### src/rtl/core/idm_pkg.sv
// idm_pkg: shared widths and payload types for the invariant divisor block
// no dependencies; used by the channel interfaces and the top level
package idm_pkg;

   // fixed width of every payload field and of the divisor write data
   localparam int unsigned FIELD_WIDTH = 32;

   // default working width of the arithmetic
   localparam int unsigned DATA_WIDTH_DEFAULT = 32;

   typedef logic [FIELD_WIDTH-1:0] field_type;

endpackage

### src/rtl/core/idm_req_if.sv
// idm_req_if: valid/ready channel that carries one dividend word
// depends on idm_pkg
interface idm_req_if;

   logic                valid;
   logic                ready;
   idm_pkg::field_type  dividend;

   modport source (output valid, output dividend, input ready);
   modport sink   (input valid, input dividend, output ready);

endinterface

### src/rtl/core/idm_rsp_if.sv
// idm_rsp_if: valid/ready channel that carries one quotient/remainder word
// depends on idm_pkg
interface idm_rsp_if;

   logic                valid;
   logic                ready;
   idm_pkg::field_type  quotient;
   idm_pkg::field_type  remainder;

   modport source (output valid, output quotient, output remainder, input ready);
   modport sink   (input valid, input quotient, input remainder, output ready);

endinterface

### src/rtl/core/invariant_divisor_div_mod.sv
// invariant_divisor_div_mod: unsigned divide and modulo by a configured divisor
// depends on idm_pkg, idm_req_if and idm_rsp_if
//
//   channel   direction   handshake          payload
//   req_ch    in          valid / ready      dividend
//   rsp_ch    out         valid / ready      quotient, remainder
//   csr       in          csr_we, no wait    csr_wdata (divisor)
//
// one word per cycle sustained while rsp_ch is ready and the sequencer is idle; a word
// passes in order through input register, magic multiply, add and shift, back multiply, remainder
// the two DATA_WIDTH x DATA_WIDTH multipliers set the stage depth
// a divisor write starts the magic sequencer: log scan, long division at one quotient
// bit per cycle and a finish step; req_ch.ready stays low meanwhile. reset loads the
// constants for divisor one
// each stage moves on when it is empty or the next one moves, so a stall on rsp_ch
// only fills bubbles and never drops or repeats a word
module invariant_divisor_div_mod #(
   parameter int unsigned DATA_WIDTH = idm_pkg::DATA_WIDTH_DEFAULT
) (
   input  logic               clock,
   input  logic               reset,
   input  logic               csr_we,
   input  idm_pkg::field_type csr_wdata,
   idm_req_if.sink            req_ch,
   idm_rsp_if.source          rsp_ch
);

   localparam int unsigned SW = $clog2(DATA_WIDTH);
   localparam int unsigned PW = 2 * DATA_WIDTH;
   localparam logic [SW-1:0] LAST_STEP = SW'(DATA_WIDTH - 1);
   localparam int unsigned NUM_STAGES = 5;

   // magic sequencer states
   localparam logic [1:0] CFG_IDLE = 2'd0;
   localparam logic [1:0] CFG_LOG  = 2'd1;
   localparam logic [1:0] CFG_DIV  = 2'd2;
   localparam logic [1:0] CFG_FIN  = 2'd3;

   // ---------------------------------------------------------------------------
   // magic constant sequencer
   // ---------------------------------------------------------------------------
   logic [1:0]            cfg_state_ff, cfg_state_in;
   logic [DATA_WIDTH-1:0] divisor_ff, divisor_in;
   logic [DATA_WIDTH-1:0] scan_ff, scan_in;     // divisor shifted down to find log2
   logic [SW-1:0]         log_ff, log_in;       // floor log2 of the divisor
   logic [SW-1:0]         step_ff, step_in;     // quotient bit counter
   logic [DATA_WIDTH-1:0] part_ff, part_in;     // partial remainder of 2^(l+W) / d
   logic [DATA_WIDTH-1:0] quot_ff, quot_in;     // quotient bits collected so far
   logic [DATA_WIDTH-1:0] mul_ff, mul_in;
   logic [DATA_WIDTH-1:0] add_ff, add_in;
   logic [SW-1:0]         shift_ff, shift_in;
   logic                  zero_ff, zero_in;     // divisor zero
   logic                  pow2_ff, pow2_in;     // divisor a power of two
   logic [DATA_WIDTH-1:0] mask_ff, mask_in;     // divisor - 1 for the masked remainder

   logic [DATA_WIDTH:0]   twice;
   logic [DATA_WIDTH:0]   diff;
   logic                  sub_ok;
   logic [DATA_WIDTH-1:0] err;
   logic                  is_pow2;
   logic                  round_up;

   always_comb begin
      twice    = {part_ff, 1'b0};
      diff     = twice - {1'b0, divisor_ff};
      sub_ok   = twice >= {1'b0, divisor_ff};
      err      = divisor_ff - part_ff;
      is_pow2  = (divisor_ff & (divisor_ff - DATA_WIDTH'(1))) == '0;
      round_up = err < (DATA_WIDTH'(1) << log_ff);
   end

   always_comb begin
      cfg_state_in = cfg_state_ff;
      divisor_in   = divisor_ff;
      scan_in      = scan_ff;
      log_in       = log_ff;
      step_in      = step_ff;
      part_in      = part_ff;
      quot_in      = quot_ff;
      mul_in       = mul_ff;
      add_in       = add_ff;
      shift_in     = shift_ff;
      zero_in      = zero_ff;
      pow2_in      = pow2_ff;
      mask_in      = mask_ff;

      unique case (cfg_state_ff)
         CFG_IDLE: begin
         end
         CFG_LOG: begin
            if (|scan_ff[DATA_WIDTH-1:1]) begin
               scan_in = scan_ff >> 1;
               log_in  = log_ff + SW'(1);
            end else begin
               // start the long division with 2^l already brought down
               cfg_state_in = CFG_DIV;
               part_in      = DATA_WIDTH'(1) << log_ff;
               quot_in      = '0;
               step_in      = '0;
            end
         end
         CFG_DIV: begin
            part_in = sub_ok ? diff[DATA_WIDTH-1:0] : twice[DATA_WIDTH-1:0];
            quot_in = {quot_ff[DATA_WIDTH-2:0], sub_ok};
            step_in = step_ff + SW'(1);
            if (step_ff == LAST_STEP) begin
               cfg_state_in = CFG_FIN;
            end
         end
         CFG_FIN: begin
            cfg_state_in = CFG_IDLE;
            zero_in      = divisor_ff == '0;
            pow2_in      = is_pow2;
            mask_in      = divisor_ff - DATA_WIDTH'(1);
            priority if (divisor_ff == '0) begin
               mul_in   = '0;
               add_in   = '0;
               shift_in = '0;
            end else if (!is_pow2) begin
               // round up when the error is small enough, else add the multiplier
               mul_in   = quot_ff + DATA_WIDTH'(round_up);
               add_in   = round_up ? '0 : quot_ff;
               shift_in = log_ff;
            end else if (divisor_ff == DATA_WIDTH'(1)) begin
               mul_in   = '1;
               add_in   = '1;
               shift_in = '0;
            end else begin
               mul_in   = {1'b1, (DATA_WIDTH-1)'(0)};
               add_in   = '0;
               shift_in = log_ff - SW'(1);
            end
         end
         default: begin
            cfg_state_in = CFG_IDLE;
         end
      endcase

      if (csr_we) begin
         cfg_state_in = CFG_LOG;
         divisor_in   = csr_wdata[DATA_WIDTH-1:0];
         scan_in      = csr_wdata[DATA_WIDTH-1:0];
         log_in       = '0;
      end
   end

   always_ff @(posedge clock) begin
      if (reset) begin
         cfg_state_ff <= CFG_IDLE;
         divisor_ff   <= DATA_WIDTH'(1);
         mul_ff       <= '1;
         add_ff       <= '1;
         shift_ff     <= '0;
         zero_ff      <= 1'b0;
         pow2_ff      <= 1'b1;
         mask_ff      <= '0;
         step_ff      <= '0;
      end else begin
         cfg_state_ff <= cfg_state_in;
         divisor_ff   <= divisor_in;
         mul_ff       <= mul_in;
         add_ff       <= add_in;
         shift_ff     <= shift_in;
         zero_ff      <= zero_in;
         pow2_ff      <= pow2_in;
         mask_ff      <= mask_in;
         step_ff      <= step_in;
      end
   end

   always_ff @(posedge clock) begin
      scan_ff <= scan_in;
      log_ff  <= log_in;
      part_ff <= part_in;
      quot_ff <= quot_in;
   end

   // ---------------------------------------------------------------------------
   // datapath pipeline
   // ---------------------------------------------------------------------------
   logic [NUM_STAGES-1:0] vld_ff, vld_in;
   logic [NUM_STAGES:0]   adv;   // stage k loads a new word when adv[k]

   always_comb begin
      adv[NUM_STAGES] = rsp_ch.ready;
      for (int k = NUM_STAGES - 1; k >= 0; k--) begin
         adv[k] = !vld_ff[k] || adv[k+1];
      end
   end

   assign req_ch.ready = adv[0] && (cfg_state_ff == CFG_IDLE);

   always_comb begin
      vld_in[0] = adv[0] ? (req_ch.valid && req_ch.ready) : vld_ff[0];
      for (int k = 1; k < NUM_STAGES; k++) begin
         vld_in[k] = adv[k] ? vld_ff[k-1] : vld_ff[k];
      end
   end

   always_ff @(posedge clock) begin
      if (reset) begin
         vld_ff <= '0;
      end else begin
         vld_ff <= vld_in;
      end
   end

   // stage 0: input word
   logic [DATA_WIDTH-1:0] s0_v_ff, s0_v_in;
   // stage 1: magic product
   logic [DATA_WIDTH-1:0] s1_v_ff, s1_v_in;
   logic [PW-1:0]         s1_prod_ff, s1_prod_in;
   // stage 2: add, take the high half, post shift
   logic [DATA_WIDTH-1:0] s2_v_ff, s2_v_in;
   logic [DATA_WIDTH-1:0] s2_q_ff, s2_q_in;
   logic [PW-1:0]         s2_sum;
   // stage 3: quotient times divisor
   logic [DATA_WIDTH-1:0] s3_v_ff, s3_v_in;
   logic [DATA_WIDTH-1:0] s3_q_ff, s3_q_in;
   logic [DATA_WIDTH-1:0] s3_qd_ff, s3_qd_in;
   // stage 4: output register
   logic [DATA_WIDTH-1:0] s4_q_ff, s4_q_in;
   logic [DATA_WIDTH-1:0] s4_r_ff, s4_r_in;

   always_comb begin
      s0_v_in    = req_ch.dividend[DATA_WIDTH-1:0];

      s1_v_in    = s0_v_ff;
      s1_prod_in = PW'(s0_v_ff) * PW'(mul_ff);

      s2_v_in    = s1_v_ff;
      s2_sum     = s1_prod_ff + PW'(add_ff);
      s2_q_in    = zero_ff ? '1 : (s2_sum[PW-1:DATA_WIDTH] >> shift_ff);

      s3_v_in    = s2_v_ff;
      s3_q_in    = s2_q_ff;
      s3_qd_in   = s2_q_ff * divisor_ff;   // low half only

      s4_q_in    = s3_q_ff;
      priority if (zero_ff) begin
         s4_r_in = s3_v_ff;
      end else if (pow2_ff) begin
         s4_r_in = s3_v_ff & mask_ff;
      end else begin
         s4_r_in = s3_v_ff - s3_qd_ff;
      end
   end

   always_ff @(posedge clock) begin
      if (adv[0]) begin
         s0_v_ff <= s0_v_in;
      end
      if (adv[1]) begin
         s1_v_ff    <= s1_v_in;
         s1_prod_ff <= s1_prod_in;
      end
      if (adv[2]) begin
         s2_v_ff <= s2_v_in;
         s2_q_ff <= s2_q_in;
      end
      if (adv[3]) begin
         s3_v_ff  <= s3_v_in;
         s3_q_ff  <= s3_q_in;
         s3_qd_ff <= s3_qd_in;
      end
      if (adv[4]) begin
         s4_q_ff <= s4_q_in;
         s4_r_ff <= s4_r_in;
      end
   end

   assign rsp_ch.valid     = vld_ff[NUM_STAGES-1];
   assign rsp_ch.quotient  = idm_pkg::FIELD_WIDTH'(s4_q_ff);
   assign rsp_ch.remainder = idm_pkg::FIELD_WIDTH'(s4_r_ff);

   // ---------------------------------------------------------------------------
   // assertions
   // ---------------------------------------------------------------------------
   a_busy_blocks_input: assert property (@(posedge clock) disable iff (reset)
      (cfg_state_ff != CFG_IDLE) |-> !req_ch.ready)
      else $error("word taken while magic constants were being derived");

   a_accept_fills_stage: assert property (@(posedge clock) disable iff (reset)
      (req_ch.valid && req_ch.ready) |=> vld_ff[0])
      else $error("accepted word did not enter the input stage");

   a_write_starts_seq: assert property (@(posedge clock) disable iff (reset)
      csr_we |=> (cfg_state_ff == CFG_LOG))
      else $error("divisor write did not start the sequencer");

   a_zero_magic: assert property (@(posedge clock) disable iff (reset)
      (zero_ff && cfg_state_ff == CFG_IDLE) |-> (mul_ff == '0 && add_ff == '0))
      else $error("zero divisor left nonzero magic constants");

endmodule

### src/flat_wrapper.sv
// flat-port wrapper written by rule: the top's interface ports become plain ports
module invariant_divisor_div_mod_flat 
#(
   parameter int unsigned DATA_WIDTH = idm_pkg::DATA_WIDTH_DEFAULT
)
  (clock, reset, csr_we, csr_wdata, req_ch_valid, req_ch_dividend, req_ch_ready, rsp_ch_valid, rsp_ch_quotient, rsp_ch_remainder, rsp_ch_ready);
  idm_req_if req_ch_i ();
  idm_rsp_if rsp_ch_i ();
  input  logic clock;
  input  logic reset;
  input  logic csr_we;
  input  idm_pkg::field_type csr_wdata;
  input wire logic [$bits(req_ch_i.valid)-1:0] req_ch_valid;
  input wire logic [$bits(req_ch_i.dividend)-1:0] req_ch_dividend;
  output wire logic [$bits(req_ch_i.ready)-1:0] req_ch_ready;
  output wire logic [$bits(rsp_ch_i.valid)-1:0] rsp_ch_valid;
  output wire logic [$bits(rsp_ch_i.quotient)-1:0] rsp_ch_quotient;
  output wire logic [$bits(rsp_ch_i.remainder)-1:0] rsp_ch_remainder;
  input wire logic [$bits(rsp_ch_i.ready)-1:0] rsp_ch_ready;
  assign req_ch_i.valid = req_ch_valid;
  assign req_ch_i.dividend = req_ch_dividend;
  assign req_ch_ready = req_ch_i.ready;
  assign rsp_ch_valid = rsp_ch_i.valid;
  assign rsp_ch_quotient = rsp_ch_i.quotient;
  assign rsp_ch_remainder = rsp_ch_i.remainder;
  assign rsp_ch_i.ready = rsp_ch_ready;
  invariant_divisor_div_mod #(.DATA_WIDTH(DATA_WIDTH)) u_core (.clock(clock), .reset(reset), .csr_we(csr_we), .csr_wdata(csr_wdata), .req_ch(req_ch_i), .rsp_ch(rsp_ch_i));
endmodule
### config.mk
export PLATFORM = sky130hd
export DESIGN_NAME = invariant_divisor_div_mod_flat
export DESIGN_NICKNAME = d
export VERILOG_FILES = /design/src/rtl/core/idm_pkg.sv /design/src/rtl/core/idm_req_if.sv /design/src/rtl/core/idm_rsp_if.sv /design/src/rtl/core/invariant_divisor_div_mod.sv /design/src/flat_wrapper.sv
export SDC_FILE = /design/constraint.sdc
export NUM_CORES = 2
export LEC_CHECK = 0
export BUFFER_PORTS_ARGS = -buffer_cell sky130_fd_sc_hd__clkbuf_2
export CORE_AREA = 3 3 355 357
export CTS_BUF_LIST = sky130_fd_sc_hd__clkbuf_2 sky130_fd_sc_hd__clkbuf_4 sky130_fd_sc_hd__clkbuf_8
export DETAILED_ROUTE_END_ITERATION = 6
export DIE_AREA = 0 0 358 360
export PLACE_DENSITY = 0.81
export REMOVE_ABC_BUFFERS = 1
export SLEW_MARGIN = 20
export SYNTH_ARGS = -nofsm -noshare
export SYNTH_HDL_FRONTEND = slang
export SYNTH_SLANG_ARGS = --single-unit
### constraint.sdc
create_clock -name clock -period 9.97 [get_ports clock]
set_input_delay 0.4985 -clock clock [delete_from_list [all_inputs] [get_ports clock]]
set_output_delay 0.4985 -clock clock [all_outputs]
set_load 0.02 [all_outputs]
==> reports/qor.json <==
{
  "maxSlewHeadroom_pct": 18.6,
  "setup-tns-final_ns": 0,
  "fraction_of_synthesized_cell_area_in_xor_and_xnor_cells_pct": 3.14,
  "overall_routing_resource_usage_pct": 36.2,
  "floorplan.die_area_um2": 129000,
  "grtUsageMet3_pct": 7.64,
  "max_slew.worst_pin.slew_ns": 1.22,
  "synth-seq-area-share_pct": 20.7,
  "min_path_cells": 2,
  "syn_area_per_cell_um2": 9.59,
  "via_count": 60900,
  "grt.met1_usage_pct": 44.1,
  "clock_latency_ns": 0.92,
  "area_share_of_fa_ha_maj_cells_after_synthesis_pct": 42.1,
  "critPathKind": "reg -> reg",
  "finalHoldViolCount": 0,
  "layout.filler_cells": 9201,
  "clock_sink_count": 599,
  "commonest_cells_in_the_netlist": "inv_1, fa_1, nand2_1",
  "worst_ep_arrival_time_ns": 9.45,
  "chipWidth_um": 358,
  "number_of_global_route_vias_before_repair": 65300,
  "drv_cap": 0,
  "fp.coreArea_um2": 123000,
  "avgRoutedWirePerCell_um": 22.6,
  "maximum_root_to_sink_buffer_count": 3,
  "first_pass_grt_wire_length_um": 360000,
  "ys_ff_latch": 599,
  "h-tree-depth": 3,
  "synth.most_common_cell": "inv_1",
  "cts_root_buf": "clkbuf_8",
  "grt-ovfl-total": 0,
  "io_pins": 135,
  "netlist.area_leader.share_pct": 32.8,
  "grt_most_used_layer": "met2",
  "synth_async_sr_flop_share_pct": 0,
  "number_of_synthesized_flops_with_an_enable_pin": 447,
  "drt-total-wl_um": 228000,
  "dr.first_iter.drc_count": 5470,
  "layout_cells_sized_above_1_pct": 6.57,
  "remaining_drc_errors": 10,
  "top_achievable_clock_speed_ghz": 0.112,
  "ff2ff_setup_slack_ns": 1.06,
  "timing.rr.end": "u_core.s1_prod_ff[60]",
  "vias_per_cell": 6.05,
  "area.growth.synth_to_final_pct": 6.86,
  "synth_flop_cell": "edfxtp_1",
  "worst_setup_path_startpoint": "u_core.s0_v_ff[13]",
  "main_combinational_cell_family_by_area_after_synthesis": "adder cells",
  "io_buffers": 134,
  "post_synth_inst_count": 8309,
  "rsz_0062_raised_after_global_routing": "no",
  "result_of_the_run": "finished, violations left",
  "grt_start_max_net_pins": 81,
  "fraction_of_the_mapped_netlist_area_in_compound_gates_pct": 8.40,
  "crit_path_end": "u_core.s1_prod_ff[60]",
  "num_rows": 129,
  "fin_worst_skew_ns": 0.122,
  "r2r_cells": 25,
  "final_antenna_net_count": 0,
  "met2_usage_pct": 58.0,
  "finalWeightedCongestion": 1.01,
  "simple_gate_portion_of_the_synthesized_area_pct": 15.2,
  "die_h_um": 360,
  "clock_tree_from_tritoncts": "yes",
  "multi_input_area_um2": 55800,
  "period_share_pct": 89.4,
  "finalCriticalPeriod_ns": 8.91,
  "r2r-start": "u_core.s0_v_ff[13]",
  "dr.pass1.iters": 7,
  "setup.worst_path.start_class": "register",
  "number_of_distinct_library_cells_after_synthesis": 99,
  "regArea_um2": 16500,
  "worstPathMaxFanout": 23,
  "antenna_violations_before_repair": 14,
  "synth_largest_area_cell": "fa_1",
  "post-dp-hpwl_um": 174000,
  "synth_area_um2": 79700,
  "critical_path_required_ns": 10.51,
  "nets": 10300,
  "cts.clk_slew.worst_paths_ns": 0.08,
  "synth.area.mux_share_pct": 1.15,
  "hp-class": "in -> reg",
  "synth.area.top_cells": "fa_1, edfxtp_1, ha_1",
  "critical_path.endpoint_type": "register",
  "maxSlewViolCount": 0,
  "initial_core_util_pct": 64.6,
  "ys.warnings.count": 0,
  "report.final.setup_viol": 0,
  "cts-buffers-inserted": 105,
  "failing_checks": "DRC"
}
[final cells by class]
cell class,count,share of cell area (%)
Clock buffer,134,2.00
Sequential cell,599,19.4
Clock inverter,65,0.942
Tap cell,1637,2.41
Inverter,1564,6.90
Antenna cell,7,0.0206
Multi-Input combinational cell,5726,65.5
Timing Repair Buffer,342,2.86
[routing by layer]
layer / up-vias / share of wire [%]
met2: 3385 / 47
li1: 26200 / -
met3: 1044 / 9.9
met5: - / 0.086
met4: 10 / 8.2
met1: 30300 / 35
[kinds of logic after synthesis]
family          after synthesis
simple gates               2469
buf+inv                    1984
fa+ha+maj                  1894
compound gates              990
flops                       599
xor+xnor                    286
mux                          87
[per-stage QoR]
step / area [um2] / hold WS [ns] / worst slack [ns] / util, % / instances
after global placement: 81900 / 0.401 / 1.33 / 66.4 / 9802
after global routing: 85100 / 0.0828 / 0.843 / 69.0 / 10100
final: 85100 / 0.0774 / 1.06 / 69.0 / 10100
after detailed placement: 82000 / 0.405 / 1.18 / 66.5 / 9804
after floorplan: 78100 / 0.400 / 2.19 / - / 7889
after CTS: 85100 / 0.0154 / 1.08 / 69.0 / 10100
[worst min-delay path by stage]
stage / start / endpoint / slack (ns)
after floorplan: u_core.s3_q_ff[0] / u_core.rsp_ch.quotient[0] / 0.40
after global placement: u_core.s3_q_ff[2] / u_core.rsp_ch.quotient[2] / 0.40
after detailed placement: u_core.s1_v_ff[1] / u_core.s2_v_ff[1] / 0.40
after CTS: reset / u_core.divisor_ff[31] / 0.02
after global routing: csr_wdata[0] / u_core.divisor_ff[0] / 0.08
final: reset / u_core.divisor_ff[10] / 0.08
[layout by cell type (no fill, tap or decap), types with 18 or more instances in the layout]
cell / instances
inv_1: 1558
nand4_1: 36
clkinv_1: 19
nand3_1: 103
dlygate4sd3_1: 64
a211oi_1: 52
o21a_1: 45
dfxtp_1: 142
a31oi_1: 25
o211ai_1: 18
nand2b_1: 35
mux2i_1: 70
o21ai_0: 145
a211o_1: 34
xnor2_1: 183
edfxtp_1: 447
o21bai_1: 27
nand2_1: 1073
nor3_1: 50
nor4_1: 28
a221o_1: 39
or3_1: 20
and2_1: 775
o22ai_1: 31
clkbuf_8: 111
xor2_1: 103
a21o_1: 120
fa_1: 1307
buf_4: 141
and3_1: 42
clkbuf_4: 23
nor2_1: 215
a21oi_1: 292
ha_1: 587
clkbuf_2: 133
nor2b_1: 34
[flip-flops by register name, indices dropped and copies added, names as in the netlist, 31 cells and up]
| signal | count |
|---|---|
| u_core.mul_ff | 32 |
| u_core.s1_prod_ff | 64 |
| u_core.mask_ff | 32 |
| u_core.scan_ff | 31 |
| u_core.s2_v_ff | 32 |
| u_core.s1_v_ff | 32 |
| u_core.add_ff | 32 |
| u_core.s3_q_ff | 32 |
| u_core.s2_q_ff | 32 |
| u_core.s0_v_ff | 32 |
| u_core.quot_ff | 32 |
| u_core.s3_qd_ff | 32 |
| u_core.part_ff | 32 |
| u_core.s3_v_ff | 32 |
| u_core.divisor_ff | 32 |
| u_core.rsp_ch.quotient | 32 |
| u_core.rsp_ch.remainder | 32 |
[worst max-delay path, cell delays in order (launching register included)]
cell and delay, ns:
edfxtp_1 1.02, buf_4 0.32, and2_1 0.16, fa_1 0.46, fa_1 0.55, inv_1 0.05
fa_1 0.44, fa_1 0.52, fa_1 0.54, inv_1 0.05, fa_1 0.45, fa_1 0.54
fa_1 0.46, ha_1 0.38, a21o_1 0.18, a21o_1 0.17, a21o_1 0.18, a21oi_1 0.14
o211a_1 0.30, a21oi_1 0.15, a311oi_2 0.50, o21ai_0 0.30, a221o_1 0.37, nand4_1 0.10
nand3_1 0.10, xor2_1 0.16
[what timing repair did]
action	in CTS	in global routing
gates resized for setup	0	0
hold buffers	64	0
endpoints found under the hold margin	95	0
setup buffers	0	0
Power is left out: the tool's default activity adds up to more than one toggle a clock period on the data nets, which glitch-free logic cannot reach.
